## config.mk

```make
export PLATFORM = sky130hd
export DESIGN_NAME = terminal_key_sequence_decoder
export DESIGN_NICKNAME = d
export VERILOG_FILES = /design/src/rtl/tksd_pkg.sv /design/src/rtl/terminal_key_sequence_decoder.sv
export SDC_FILE = /design/constraint.sdc
export NUM_CORES = 1
export LEC_CHECK = 0
export BUFFER_PORTS_ARGS = -buffer_cell sky130_fd_sc_hd__buf_2
export CAP_MARGIN = 20
export CORE_AREA = 2 2 143 145
export CTS_CLUSTER_SIZE = 16
export DETAILED_ROUTE_END_ITERATION = 10
export DIE_AREA = 0 0 145 147
export MAX_ROUTING_LAYER = met4
export PLACE_DENSITY = 0.83
export SETUP_SLACK_MARGIN = 0.5
export SKIP_LAST_GASP = 1
export SLEW_MARGIN = 20
export SYNTH_ARGS = -nofsm -noshare
export SYNTH_HDL_FRONTEND = slang
export SYNTH_SLANG_ARGS = --single-unit
```

## constraint.sdc

```tcl
create_clock -name clk -period 8.3 [get_ports clk]
set_input_delay 2.49 -clock clk [delete_from_list [all_inputs] [get_ports clk]]
set_output_delay 2.49 -clock clk [all_outputs]
set_load 0.005 [all_outputs]
```

## src/rtl/tksd_pkg.sv

```systemverilog
// Shared types, constants and tables for the terminal key sequence decoder.
// Holds the event codes, the byte classes, the escape key table and the
// single-byte decoder. Depends on nothing.
package tksd_pkg;

  // Event kinds on the result channel
  localparam logic [3:0] EV_CHAR   = 4'd0;
  localparam logic [3:0] EV_EOF    = 4'd1;
  localparam logic [3:0] EV_ESC    = 4'd2;
  localparam logic [3:0] EV_ENTER  = 4'd3;
  localparam logic [3:0] EV_UP     = 4'd4;
  localparam logic [3:0] EV_DOWN   = 4'd5;
  localparam logic [3:0] EV_RIGHT  = 4'd6;
  localparam logic [3:0] EV_LEFT   = 4'd7;
  localparam logic [3:0] EV_HOME   = 4'd8;
  localparam logic [3:0] EV_END    = 4'd9;
  localparam logic [3:0] EV_INS    = 4'd10;
  localparam logic [3:0] EV_DEL    = 4'd11;
  localparam logic [3:0] EV_PGUP   = 4'd12;
  localparam logic [3:0] EV_PGDOWN = 4'd13;

  // Configuration register indexes
  localparam logic REG_ESC_IS_COMMAND    = 1'b0;
  localparam logic REG_INVALID_CODEPOINT = 1'b1;

  localparam logic [20:0] INVALID_CP_RESET = 21'd65533;

  // Byte classes
  localparam logic [7:0] BYTE_ESC   = 8'h1B;
  localparam logic [7:0] BYTE_HIGH  = 8'h80;
  localparam logic [7:0] BYTE_CR    = 8'd13;
  localparam logic [7:0] BYTE_DEL   = 8'd127;
  localparam logic [7:0] BYTE_SPACE = 8'd32;

  // Key table geometry
  localparam int KEY_COUNT  = 29;
  localparam int KEY_MAXLEN = 5;
  localparam int KEY_IW     = $clog2(KEY_COUNT);

  typedef struct packed {
    logic [3:0]  kind;
    logic [20:0] cp;
    logic        ctrl;
  } ev_t;

  typedef struct packed {
    logic [2:0]              len;
    logic [KEY_MAXLEN*8-1:0] seq;   // byte 0 in the top bits
    logic [3:0]              kind;
    logic                    ctrl;
  } key_t;

  typedef struct packed {
    logic        has_ev;
    ev_t         ev;
    logic        start_esc;
    logic        start_u8;
    logic [1:0]  u8_rem;
    logic [20:0] u8_acc;
  } dec_t;

  function automatic ev_t mk_ev(input logic [3:0] kind, input logic [20:0] cp,
                                input logic ctrl);
    ev_t e;
    e.kind = kind;
    e.cp   = cp;
    e.ctrl = ctrl;
    return e;
  endfunction

  function automatic key_t mk_key(input logic [2:0] len, input logic [39:0] seq,
                                  input logic [3:0] kind, input logic ctrl);
    key_t k;
    k.len  = len;
    k.seq  = seq;
    k.kind = kind;
    k.ctrl = ctrl;
    return k;
  endfunction

  // Escape key table: bytes that follow ESC
  function automatic key_t key_entry(input logic [KEY_IW-1:0] idx);
    key_t k;
    case (idx)
      5'd0:  k = mk_key(3'd2, 40'h5B41_000000, EV_UP,     1'b0);
      5'd1:  k = mk_key(3'd2, 40'h5B42_000000, EV_DOWN,   1'b0);
      5'd2:  k = mk_key(3'd2, 40'h5B43_000000, EV_RIGHT,  1'b0);
      5'd3:  k = mk_key(3'd2, 40'h5B44_000000, EV_LEFT,   1'b0);
      5'd4:  k = mk_key(3'd2, 40'h5B46_000000, EV_END,    1'b0);
      5'd5:  k = mk_key(3'd2, 40'h5B48_000000, EV_HOME,   1'b0);
      5'd6:  k = mk_key(3'd3, 40'h5B4F46_0000, EV_END,    1'b0);
      5'd7:  k = mk_key(3'd3, 40'h5B4F48_0000, EV_HOME,   1'b0);
      5'd8:  k = mk_key(3'd3, 40'h5B317E_0000, EV_HOME,   1'b0);
      5'd9:  k = mk_key(3'd3, 40'h5B327E_0000, EV_INS,    1'b0);
      5'd10: k = mk_key(3'd3, 40'h5B337E_0000, EV_DEL,    1'b0);
      5'd11: k = mk_key(3'd3, 40'h5B347E_0000, EV_END,    1'b0);
      5'd12: k = mk_key(3'd3, 40'h5B357E_0000, EV_PGUP,   1'b0);
      5'd13: k = mk_key(3'd3, 40'h5B367E_0000, EV_PGDOWN, 1'b0);
      5'd14: k = mk_key(3'd3, 40'h5B377E_0000, EV_HOME,   1'b0);
      5'd15: k = mk_key(3'd3, 40'h5B387E_0000, EV_END,    1'b0);
      5'd16: k = mk_key(3'd5, 40'h5B313B3541, EV_UP,     1'b1);
      5'd17: k = mk_key(3'd5, 40'h5B313B3542, EV_DOWN,   1'b1);
      5'd18: k = mk_key(3'd5, 40'h5B313B3543, EV_RIGHT,  1'b1);
      5'd19: k = mk_key(3'd5, 40'h5B313B3544, EV_LEFT,   1'b1);
      5'd20: k = mk_key(3'd5, 40'h5B333B357E, EV_DEL,    1'b1);
      5'd21: k = mk_key(3'd2, 40'h4F41_000000, EV_UP,     1'b0);
      5'd22: k = mk_key(3'd2, 40'h4F42_000000, EV_DOWN,   1'b0);
      5'd23: k = mk_key(3'd2, 40'h4F43_000000, EV_RIGHT,  1'b0);
      5'd24: k = mk_key(3'd2, 40'h4F44_000000, EV_LEFT,   1'b0);
      5'd25: k = mk_key(3'd2, 40'h4F46_000000, EV_END,    1'b0);
      5'd26: k = mk_key(3'd2, 40'h4F48_000000, EV_HOME,   1'b0);
      5'd27: k = mk_key(3'd3, 40'h5B3543_0000, EV_RIGHT,  1'b1);
      5'd28: k = mk_key(3'd3, 40'h5B3544_0000, EV_LEFT,   1'b1);
      default: k = mk_key(3'd0, 40'h0, EV_CHAR, 1'b0);  // zero length never matches
    endcase
    return k;
  endfunction

  // Decode one byte seen with no escape and no UTF-8 character in progress
  function automatic dec_t fresh_decode(input logic [7:0] b, input logic esc_cmd,
                                        input logic [20:0] inv_cp);
    dec_t d;
    d.has_ev    = 1'b0;
    d.ev        = mk_ev(EV_CHAR, 21'd0, 1'b0);
    d.start_esc = 1'b0;
    d.start_u8  = 1'b0;
    d.u8_rem    = 2'd0;
    d.u8_acc    = 21'd0;
    if (b == BYTE_ESC) begin
      if (esc_cmd) begin
        d.has_ev = 1'b1;
        d.ev     = mk_ev(EV_ESC, 21'd0, 1'b0);
      end else begin
        d.start_esc = 1'b1;
      end
    end else if (b >= BYTE_HIGH) begin
      if (b inside {[8'hC2:8'hDF]}) begin
        d.start_u8 = 1'b1;
        d.u8_rem   = 2'd1;
        d.u8_acc   = {16'd0, b[4:0]};
      end else if (b inside {[8'hE0:8'hEF]}) begin
        d.start_u8 = 1'b1;
        d.u8_rem   = 2'd2;
        d.u8_acc   = {17'd0, b[3:0]};
      end else if (b inside {[8'hF0:8'hF4]}) begin
        d.start_u8 = 1'b1;
        d.u8_rem   = 2'd3;
        d.u8_acc   = {18'd0, b[2:0]};
      end else begin
        d.has_ev = 1'b1;
        d.ev     = mk_ev(EV_CHAR, inv_cp, 1'b0);
      end
    end else if (b == BYTE_CR) begin
      d.has_ev = 1'b1;
      d.ev     = mk_ev(EV_ENTER, 21'd0, 1'b0);
    end else if (b < BYTE_SPACE || b == BYTE_DEL) begin
      d.has_ev = 1'b1;
      d.ev     = mk_ev(EV_CHAR, {13'd0, b}, 1'b1);
    end else begin
      d.has_ev = 1'b1;
      d.ev     = mk_ev(EV_CHAR, {13'd0, b}, 1'b0);
    end
    return d;
  endfunction

endpackage

```

## src/rtl/terminal_key_sequence_decoder.sv

```systemverilog
// Terminal key sequence decoder: top level, sequencer and output register.
// Depends on tksd_pkg for event codes, the key table and the byte decoder.
//
// Takes one terminal byte (or an end-of-stream mark) per item and produces zero
// to six key events, one per cycle unless stalled, through a registered output
// with valid/stall. The input is stalled while an item is in work. An item
// passes through capture and decode when the byte completes a key or a UTF-8
// character, or only extends an open sequence or character. It passes through
// capture, decode and finish when the byte is decoded on its own or an end mark
// closes nothing open. When a failed escape sequence or a malformed UTF-8
// character emits a leading ESC or invalid code point and then replays n
// buffered prefix bytes (n is at most 4), head and replay come before finish.
// The output side can stall any step that emits. The single byte decoder is
// shared: the sequencer steps it through the replayed bytes and the final byte
// one per cycle unless the output stalls. Escape matching compares the buffered
// prefix and the new byte against the constant key table combinationally. The
// event flagged last_of_run is the final event of its item. Write configuration
// only while idle; esc_is_command is sampled when an ESC byte is decoded.
module terminal_key_sequence_decoder #(
  parameter int MAX_SEQUENCE_BYTES = 5
) (
  input  logic        clk,
  input  logic        rst_n,
  // byte input
  input  logic        in_valid,
  output logic        in_stall,
  input  logic [7:0]  in_data_byte,
  input  logic        in_end_of_stream,
  // key events
  output logic        out_valid,
  input  logic        out_stall,
  output logic [3:0]  out_event_kind,
  output logic [20:0] out_code_point,
  output logic        out_ctrl_modifier,
  output logic        out_last_of_run,
  // configuration
  input  logic        cfg_wr_en,
  input  logic        cfg_index,
  input  logic [20:0] cfg_wdata
);

  localparam int CW = $clog2(MAX_SEQUENCE_BYTES + 1);  // prefix count
  localparam int IW = $clog2(MAX_SEQUENCE_BYTES);      // prefix buffer index

  typedef enum logic [2:0] {
    ST_IDLE,
    ST_DECODE,
    ST_HEAD,
    ST_REPLAY,
    ST_TAIL
  } state_t;

  state_t                state_r, state_nxt;
  logic [7:0]            byte_r, byte_nxt;
  logic                  eos_r, eos_nxt;
  logic                  esc_active_r, esc_active_nxt;
  logic [7:0]            esc_bytes_r [MAX_SEQUENCE_BYTES];
  logic [CW-1:0]         esc_count_r, esc_count_nxt;
  logic [1:0]            u8_rem_r, u8_rem_nxt;
  logic [20:0]           u8_acc_r, u8_acc_nxt;
  logic [7:0]            u8_lead_r, u8_lead_nxt;
  tksd_pkg::ev_t         head_r, head_nxt;
  logic [CW-1:0]         rep_n_r, rep_n_nxt;
  logic [IW-1:0]         rep_idx_r, rep_idx_nxt;
  logic                  tail_ev_r, tail_ev_nxt;
  logic                  out_valid_r, out_valid_nxt;
  tksd_pkg::ev_t         out_ev_r, out_ev_nxt;
  logic                  out_last_r, out_last_nxt;
  logic                  esc_cmd_r;
  logic [20:0]           inv_cp_r;

  logic                  buf_we;
  logic                  out_free;
  logic [7:0]            sel_byte;
  tksd_pkg::dec_t        dec;

  // match results
  logic                  m_full, m_part;
  logic [3:0]            m_kind;
  logic                  m_ctrl;

  // UTF-8 continuation check
  logic                  u8_first;
  logic [7:0]            u8_lo, u8_hi;
  logic [20:0]           u8_acc_new;

  assign in_stall          = (state_r != ST_IDLE);
  assign out_valid         = out_valid_r;
  assign out_event_kind    = out_ev_r.kind;
  assign out_code_point    = out_ev_r.cp;
  assign out_ctrl_modifier = out_ev_r.ctrl;
  assign out_last_of_run   = out_last_r;

  assign out_free = !out_valid_r || !out_stall;

  // Shared byte decoder: replayed prefix bytes during replay, else the held byte
  assign sel_byte = (state_r == ST_REPLAY) ? esc_bytes_r[rep_idx_r] : byte_r;
  assign dec      = tksd_pkg::fresh_decode(sel_byte, esc_cmd_r, inv_cp_r);

  // Match the buffered prefix plus the held byte against the key table.
  // Walk the table top down so the lowest full match wins.
  always_comb begin
    tksd_pkg::key_t     e;
    logic               same;
    logic [CW:0]        n1;
    logic [CW:0]        klen;
    logic [7:0]         tb;
    m_full = 1'b0;
    m_part = 1'b0;
    m_kind = tksd_pkg::EV_CHAR;
    m_ctrl = 1'b0;
    n1     = {1'b0, esc_count_r} + (CW+1)'(1);
    for (int i = tksd_pkg::KEY_COUNT - 1; i >= 0; i--) begin
      e    = tksd_pkg::key_entry(tksd_pkg::KEY_IW'(i));
      klen = (CW+1)'(e.len);
      same = 1'b1;
      for (int k = 0; k < tksd_pkg::KEY_MAXLEN; k++) begin
        tb = ((CW+1)'(k) < {1'b0, esc_count_r}) ? esc_bytes_r[IW'(k)] : byte_r;
        if ((CW+1)'(k) < n1 &&
            e.seq[(tksd_pkg::KEY_MAXLEN-1-k)*8 +: 8] != tb) begin
          same = 1'b0;
        end
      end
      if (same && klen >= n1) begin
        if (klen == n1) begin
          m_full = 1'b1;
          m_kind = e.kind;
          m_ctrl = e.ctrl;
        end else begin
          m_part = 1'b1;
        end
      end
    end
  end

  // Strict range of a continuation byte; tighter on the byte after some leads
  always_comb begin
    u8_first = (u8_lead_r >= 8'hF0 && u8_rem_r == 2'd3) ||
               (u8_lead_r >= 8'hE0 && u8_lead_r < 8'hF0 && u8_rem_r == 2'd2) ||
               (u8_lead_r < 8'hE0 && u8_rem_r == 2'd1);
    u8_lo = 8'h80;
    u8_hi = 8'hBF;
    if (u8_first) begin
      case (u8_lead_r)
        8'hE0:   u8_lo = 8'hA0;
        8'hED:   u8_hi = 8'h9F;
        8'hF0:   u8_lo = 8'h90;
        8'hF4:   u8_hi = 8'h8F;
        default: ;
      endcase
    end
    u8_acc_new = {u8_acc_r[14:0], byte_r[5:0]};
  end

  // Sequencer
  always_comb begin
    state_nxt      = state_r;
    byte_nxt       = byte_r;
    eos_nxt        = eos_r;
    esc_active_nxt = esc_active_r;
    esc_count_nxt  = esc_count_r;
    u8_rem_nxt     = u8_rem_r;
    u8_acc_nxt     = u8_acc_r;
    u8_lead_nxt    = u8_lead_r;
    head_nxt       = head_r;
    rep_n_nxt      = rep_n_r;
    rep_idx_nxt    = rep_idx_r;
    tail_ev_nxt    = tail_ev_r;
    buf_we         = 1'b0;
    // drop the output item once taken
    out_valid_nxt  = out_valid_r && out_stall;
    out_ev_nxt     = out_ev_r;
    out_last_nxt   = out_last_r;

    case (state_r)
      ST_IDLE: begin
        if (in_valid) begin
          byte_nxt  = in_data_byte;
          eos_nxt   = in_end_of_stream;
          state_nxt = ST_DECODE;
        end
      end

      ST_DECODE: begin
        tail_ev_nxt = eos_r || dec.has_ev;
        if (eos_r) begin
          if (esc_active_r) begin
            // flush the sequence: ESC, replay prefix, then EOF
            head_nxt       = tksd_pkg::mk_ev(tksd_pkg::EV_ESC, 21'd0, 1'b0);
            rep_n_nxt      = esc_count_r;
            esc_active_nxt = 1'b0;
            esc_count_nxt  = '0;
            state_nxt      = ST_HEAD;
          end else if (u8_rem_r != 2'd0) begin
            head_nxt    = tksd_pkg::mk_ev(tksd_pkg::EV_CHAR, inv_cp_r, 1'b0);
            rep_n_nxt   = '0;
            u8_rem_nxt  = 2'd0;
            u8_acc_nxt  = 21'd0;
            u8_lead_nxt = 8'd0;
            state_nxt   = ST_HEAD;
          end else begin
            state_nxt = ST_TAIL;
          end
        end else if (esc_active_r) begin
          if (byte_r >= tksd_pkg::BYTE_HIGH ||
              esc_count_r >= CW'(MAX_SEQUENCE_BYTES) ||
              (!m_full && !m_part)) begin
            // failed match: ESC, replay prefix, then the byte afresh
            head_nxt       = tksd_pkg::mk_ev(tksd_pkg::EV_ESC, 21'd0, 1'b0);
            rep_n_nxt      = esc_count_r;
            esc_active_nxt = 1'b0;
            esc_count_nxt  = '0;
            state_nxt      = ST_HEAD;
          end else if (m_full) begin
            if (out_free) begin
              out_valid_nxt  = 1'b1;
              out_ev_nxt     = tksd_pkg::mk_ev(m_kind, 21'd0, m_ctrl);
              out_last_nxt   = 1'b1;
              esc_active_nxt = 1'b0;
              esc_count_nxt  = '0;
              state_nxt      = ST_IDLE;
            end
          end else begin
            // still a prefix: buffer the byte
            buf_we        = 1'b1;
            esc_count_nxt = esc_count_r + CW'(1);
            state_nxt     = ST_IDLE;
          end
        end else if (u8_rem_r != 2'd0) begin
          if (byte_r >= u8_lo && byte_r <= u8_hi) begin
            if (u8_rem_r == 2'd1) begin
              if (out_free) begin
                out_valid_nxt = 1'b1;
                out_ev_nxt    = tksd_pkg::mk_ev(tksd_pkg::EV_CHAR, u8_acc_new, 1'b0);
                out_last_nxt  = 1'b1;
                u8_rem_nxt    = 2'd0;
                u8_acc_nxt    = 21'd0;
                u8_lead_nxt   = 8'd0;
                state_nxt     = ST_IDLE;
              end
            end else begin
              u8_acc_nxt = u8_acc_new;
              u8_rem_nxt = u8_rem_r - 2'd1;
              state_nxt  = ST_IDLE;
            end
          end else begin
            // bad follow byte: invalid code point, then the byte afresh
            head_nxt    = tksd_pkg::mk_ev(tksd_pkg::EV_CHAR, inv_cp_r, 1'b0);
            rep_n_nxt   = '0;
            u8_rem_nxt  = 2'd0;
            u8_acc_nxt  = 21'd0;
            u8_lead_nxt = 8'd0;
            state_nxt   = ST_HEAD;
          end
        end else begin
          state_nxt = ST_TAIL;
        end
      end

      ST_HEAD: begin
        if (out_free) begin
          out_valid_nxt = 1'b1;
          out_ev_nxt    = head_r;
          out_last_nxt  = (rep_n_r == '0) && !tail_ev_r;
          rep_idx_nxt   = '0;
          state_nxt     = (rep_n_r != '0) ? ST_REPLAY : ST_TAIL;
        end
      end

      ST_REPLAY: begin
        // prefix bytes are plain ASCII and leave the decoder state alone
        if (out_free) begin
          out_valid_nxt = 1'b1;
          out_ev_nxt    = dec.ev;
          out_last_nxt  = (CW'(rep_idx_r) == rep_n_r - CW'(1)) && !tail_ev_r;
          if (CW'(rep_idx_r) == rep_n_r - CW'(1)) begin
            state_nxt = ST_TAIL;
          end else begin
            rep_idx_nxt = rep_idx_r + IW'(1);
          end
        end
      end

      ST_TAIL: begin
        if (eos_r) begin
          if (out_free) begin
            out_valid_nxt = 1'b1;
            out_ev_nxt    = tksd_pkg::mk_ev(tksd_pkg::EV_EOF, 21'd0, 1'b0);
            out_last_nxt  = 1'b1;
            state_nxt     = ST_IDLE;
          end
        end else if (dec.has_ev) begin
          if (out_free) begin
            out_valid_nxt = 1'b1;
            out_ev_nxt    = dec.ev;
            out_last_nxt  = 1'b1;
            state_nxt     = ST_IDLE;
          end
        end else begin
          // no event: start an escape or a multi-byte character
          if (dec.start_esc) begin
            esc_active_nxt = 1'b1;
            esc_count_nxt  = '0;
          end
          if (dec.start_u8) begin
            u8_rem_nxt  = dec.u8_rem;
            u8_acc_nxt  = dec.u8_acc;
            u8_lead_nxt = byte_r;
          end
          state_nxt = ST_IDLE;
        end
      end

      default: state_nxt = ST_IDLE;
    endcase
  end

  always_ff @(posedge clk) begin
    if (!rst_n) begin
      state_r      <= ST_IDLE;
      esc_active_r <= 1'b0;
      esc_count_r  <= '0;
      u8_rem_r     <= 2'd0;
      u8_acc_r     <= 21'd0;
      u8_lead_r    <= 8'd0;
      out_valid_r  <= 1'b0;
      esc_cmd_r    <= 1'b0;
      inv_cp_r     <= tksd_pkg::INVALID_CP_RESET;
    end else begin
      state_r      <= state_nxt;
      esc_active_r <= esc_active_nxt;
      esc_count_r  <= esc_count_nxt;
      u8_rem_r     <= u8_rem_nxt;
      u8_acc_r     <= u8_acc_nxt;
      u8_lead_r    <= u8_lead_nxt;
      out_valid_r  <= out_valid_nxt;
      if (buf_we) begin
        esc_bytes_r[esc_count_r[IW-1:0]] <= byte_r;
      end
      if (cfg_wr_en) begin
        case (cfg_index)
          tksd_pkg::REG_ESC_IS_COMMAND:    esc_cmd_r <= cfg_wdata[0];
          tksd_pkg::REG_INVALID_CODEPOINT: inv_cp_r  <= cfg_wdata;
          default: ;
        endcase
      end
    end
    // payload holds no reset
    byte_r     <= byte_nxt;
    eos_r      <= eos_nxt;
    head_r     <= head_nxt;
    rep_n_r    <= rep_n_nxt;
    rep_idx_r  <= rep_idx_nxt;
    tail_ev_r  <= tail_ev_nxt;
    out_ev_r   <= out_ev_nxt;
    out_last_r <= out_last_nxt;
  end

  // An escape and a multi-byte character are never open together
  a_esc_u8_exclusive: assert property (@(posedge clk) disable iff (!rst_n)
    !(esc_active_r && u8_rem_r != 2'd0))
    else $error("escape and UTF-8 character both in progress");

  // The prefix buffer never overflows
  a_count_bound: assert property (@(posedge clk) disable iff (!rst_n)
    esc_count_r < CW'(MAX_SEQUENCE_BYTES))
    else $error("escape prefix count out of range");

  // An idle escape matcher holds no prefix
  a_count_idle: assert property (@(posedge clk) disable iff (!rst_n)
    !esc_active_r |-> esc_count_r == '0)
    else $error("prefix count left behind without an escape");

  // Replay only walks stored prefix entries
  a_replay_index: assert property (@(posedge clk) disable iff (!rst_n)
    state_r == ST_REPLAY |-> CW'(rep_idx_r) < rep_n_r)
    else $error("replay index beyond stored prefix");

endmodule
```

==> results.md <==
- Status: completed
- RSZ-0062 raised after global routing: no
- Predominant post-synthesis flop cell: edfxtp_1
- Largest net degree at the start of global routing: 56
- H-tree levels: 4
- Delay-heaviest family, CP: compound AO/OA/AOI/OAI gates
- Cells resized by post-CTS repair: 0
- DP Area: between 10000 and 15000 µm²
- Gate Count Post-Synth: 1049
- Boundary Pins: 65
- HP Class: reg2reg
- Vias in the first global route: 8401
- Clk pin slew, worst setup/hold paths: roughly 0.070 ns
- Endpoint class of the critical path: flop
- Layout cells sized above 1: 16.0%
- Row cnt: 52
- Fmax: 0.209 GHz
- Synth async-reset ratio: 0%
- DP Cell Count: 1356
- Die area: 21300 µm²
- Synth warnings: 0
- Mean Syn Cell Area: 10.3 µm²
- Tcrit/Tclk final: 57.7%
- Top sig layer: met4
- CTS root buffer: clkbuf_16
- Most frequent cells in the layout: nand2_1, edfxtp_1, buf_2
- Wire per inst: 22.1 µm
- DR DRC count: 0
- CTS tree: built
- Req. time, crit path: 8.43 ns
- Critical path launch point type: flop
- DRT Pass-1 Iters: 9
- Yosys top cell area share: 36.0%
- Antenna Nets Post-Route: 0
- DR iter-0 viols: approximately 1400
- Non-Filler Instances: 1387
- Hold Violations, Final: 0
- Yosys reg bits: 187
- Detailed Place HPWL: 21400 µm
- Max_slew headroom: between 20% and 30%
- WP data arrival: 4.92 ns
- GRT overflow: 0
- Least-Margin Pin Slew: 1.07 ns
- Met2 WL: 14000 µm
- Area contributors post-synth: edfxtp_1, dfxtp_1, nand2_1
- FF-to-FF End: head_r[3]
- Max-slew violations: 0
- CORE AREA: 19800 µm²
- Vias: 9250
- Critical path cell sequence: ha_1 -> or2_2 -> o21ai_1 -> a211oi_2 -> nor3_1 -> o21ai_1 -> o2111ai_1 -> a311oi_2 -> nor4b_2 -> o21a_1 -> buf_8
- Post-synth EDFFs: 129
- GRT Util Overall: 29.1%
- Initial Util: 54.2%
- Hold path start: u8_acc_r[13]
- Mapped cell area: 10800 µm²
- Final wirelength: 30600 µm
- First-pass GRT wire length: about 47000 µm
- Critical path type: reg2reg
- Postcts setup bufs: 0
- Final instance area: between 10000 and 15000 µm²
- Hold depth: 2
- PwrDens: 221 nW/µm²
- Clk sink count: 187
- Final net count: 1157
- Sum of negative setup slack: 0 ns
- Hold Crit Endpoint: u8_acc_r[13]
- Post-Route Skew: 0.0111 ns
- CTS Buf Count: 17
- Ant. Diodes: 0
- Critical path buffers and inverters: 1
- # hold bufs at CTS: 0
- Final min period: between 4 and 5 ns
- Max-Cap Viols: 0
- Final setup fails: 0
- Max Root-Sink Buffers: 2
- GP Congestion: 1.01
- CP dominant cell by count: o21ai_1
- Total Power: roughly 2.6 mW
- Area Overhead vs Synth: 10.2%
- Die W: 145 µm
- Dominant cell type by area after synthesis: edfxtp_1
- Post-synthesis sequential area ratio: 46.8%
- Post-route met1 wirelength: between 10000 and 15000 µm
- Die Height: ~150 µm
- Routed wire length on met3: about 2900 µm
- Worst R2R Setup Slack: 3.51 ns
- Initial antenna violation count: 0
- CP max FO: 26
- # port buffers: 64
- Worst-Skew Late Latency: approximately 0.43 ns
- Leak: 4.19 nW
- Worst vdd ir: 0.155 mV
- Crit-path max cell delay: 0.91 ns
- Vias per cell: 6.67
- Max stage delay cell, worst path: a211oi_2
- Yosys cell types: 103
- Launching point of the worst reg2reg path: esc_count_r[1]
- Worst r2r path cells: 11
-- final cells by class --
type | instances | area [µm²]
clock inverters | 14 | 114
flip-flops and latches | 187 | 5030
inverters | 26 | 97.6
clock buffers | 17 | 425
well taps | 270 | 338
repair buffers | 82 | 463
multi-input cells | 791 | 5380
fillers | 1642 | 8000
-- cell families after synthesis --
logic type,count (synthesis),share of synthesized area [%]
compound gates,292,20.3
fa+ha+maj,16,1.86
other cells,1,0.0349
buf+inv,94,4.16
xor+xnor,10,0.814
simple gates,412,20.6
flops,187,46.8
mux,37,5.43
-- synthesized netlist by cell type (10+ instances only) --
cell type / number
edfxtp_1: 129
nand3_1: 39
mux4_2: 16
nand4_1: 19
a211oi_1: 17
ha_1: 16
inv_1: 26
nor4_1: 18
o21ai_0: 48
or3_1: 10
a22oi_1: 12
nor2b_1: 23
buf_2: 16
nand2_1: 129
clkbuf_1: 35
mux2i_1: 19
dfxtp_1: 58
a31oi_1: 12
o21ai_1: 11
nand2b_1: 15
nor2_1: 57
o21a_1: 10
and3_1: 12
nor3_1: 29
o211ai_1: 10
a21oi_1: 39
a222oi_1: 14
-- how the worst max path moves through the flow --
stage / start / slack [ns] / depth (start not counted) / endpoint
after global placement: esc_count_r[1] / 3.39 / 10 / head_r[3]
after global routing: esc_count_r[1] / 3.13 / 10 / esc_bytes_r[4][7]
final: esc_count_r[1] / 3.51 / 11 / head_r[3]
after floorplan: out_stall / 3.72 / 6 / out_code_point[0]
after detailed placement: esc_count_r[1] / 3.62 / 11 / head_r[3]
after CTS: esc_count_r[1] / 3.60 / 11 / head_r[6]
-- metal layers --
metal  up-vias  global-route usage [%]
met5         -                       -
met4         0                    8.71
met3        60                    5.00
met2       544                    43.6
met1      4457                    40.9
li1       4189                       -
-- power breakdown --
group / leakage [nW] / internal, mW / switching [mW]
logic: 2.26 / 0.223 / 0.417
clock network: 0.264 / 0.388 / 0.369
registers: 1.67 / 1.14 / 0.0838
-- flip-flops by register name, indices dropped and copies added, names as in the netlist, 2 cells and up, named ones only --
register        cells
inv_cp_r           21
esc_bytes_r        64
u8_acc_r           15
head_r             22
u8_rem_r            2
out_code_point     21
u8_lead_r           8
state_r             3
esc_count_r         3
byte_r              8
rep_n_r             3
rep_idx_r           3
out_event_kind      4
-- worst reg2reg max path: stages (launching register included) --
cell and delay [ns]:
dfxtp_1 0.84, ha_1 0.41, or2_2 0.16, o21ai_1 0.09
a211oi_2 0.91, nor3_1 0.15, o21ai_1 0.15, o2111ai_1 0.16
a311oi_2 0.48, nor4b_2 0.36, o21a_1 0.51, buf_8 0.26
-- stage by stage --
stage               setup slack, ns  util (%)  hold WS [ns]
finish                         3.51      59.7         0.462
global route                   3.13      59.7         0.483
CTS                            3.60      59.7         0.463
detailed placement             3.62      57.0         0.453
global placement               3.39      56.9         0.440
floorplan                      3.72         -         0.430
Note: power is estimated with default switching activity, not from simulation.
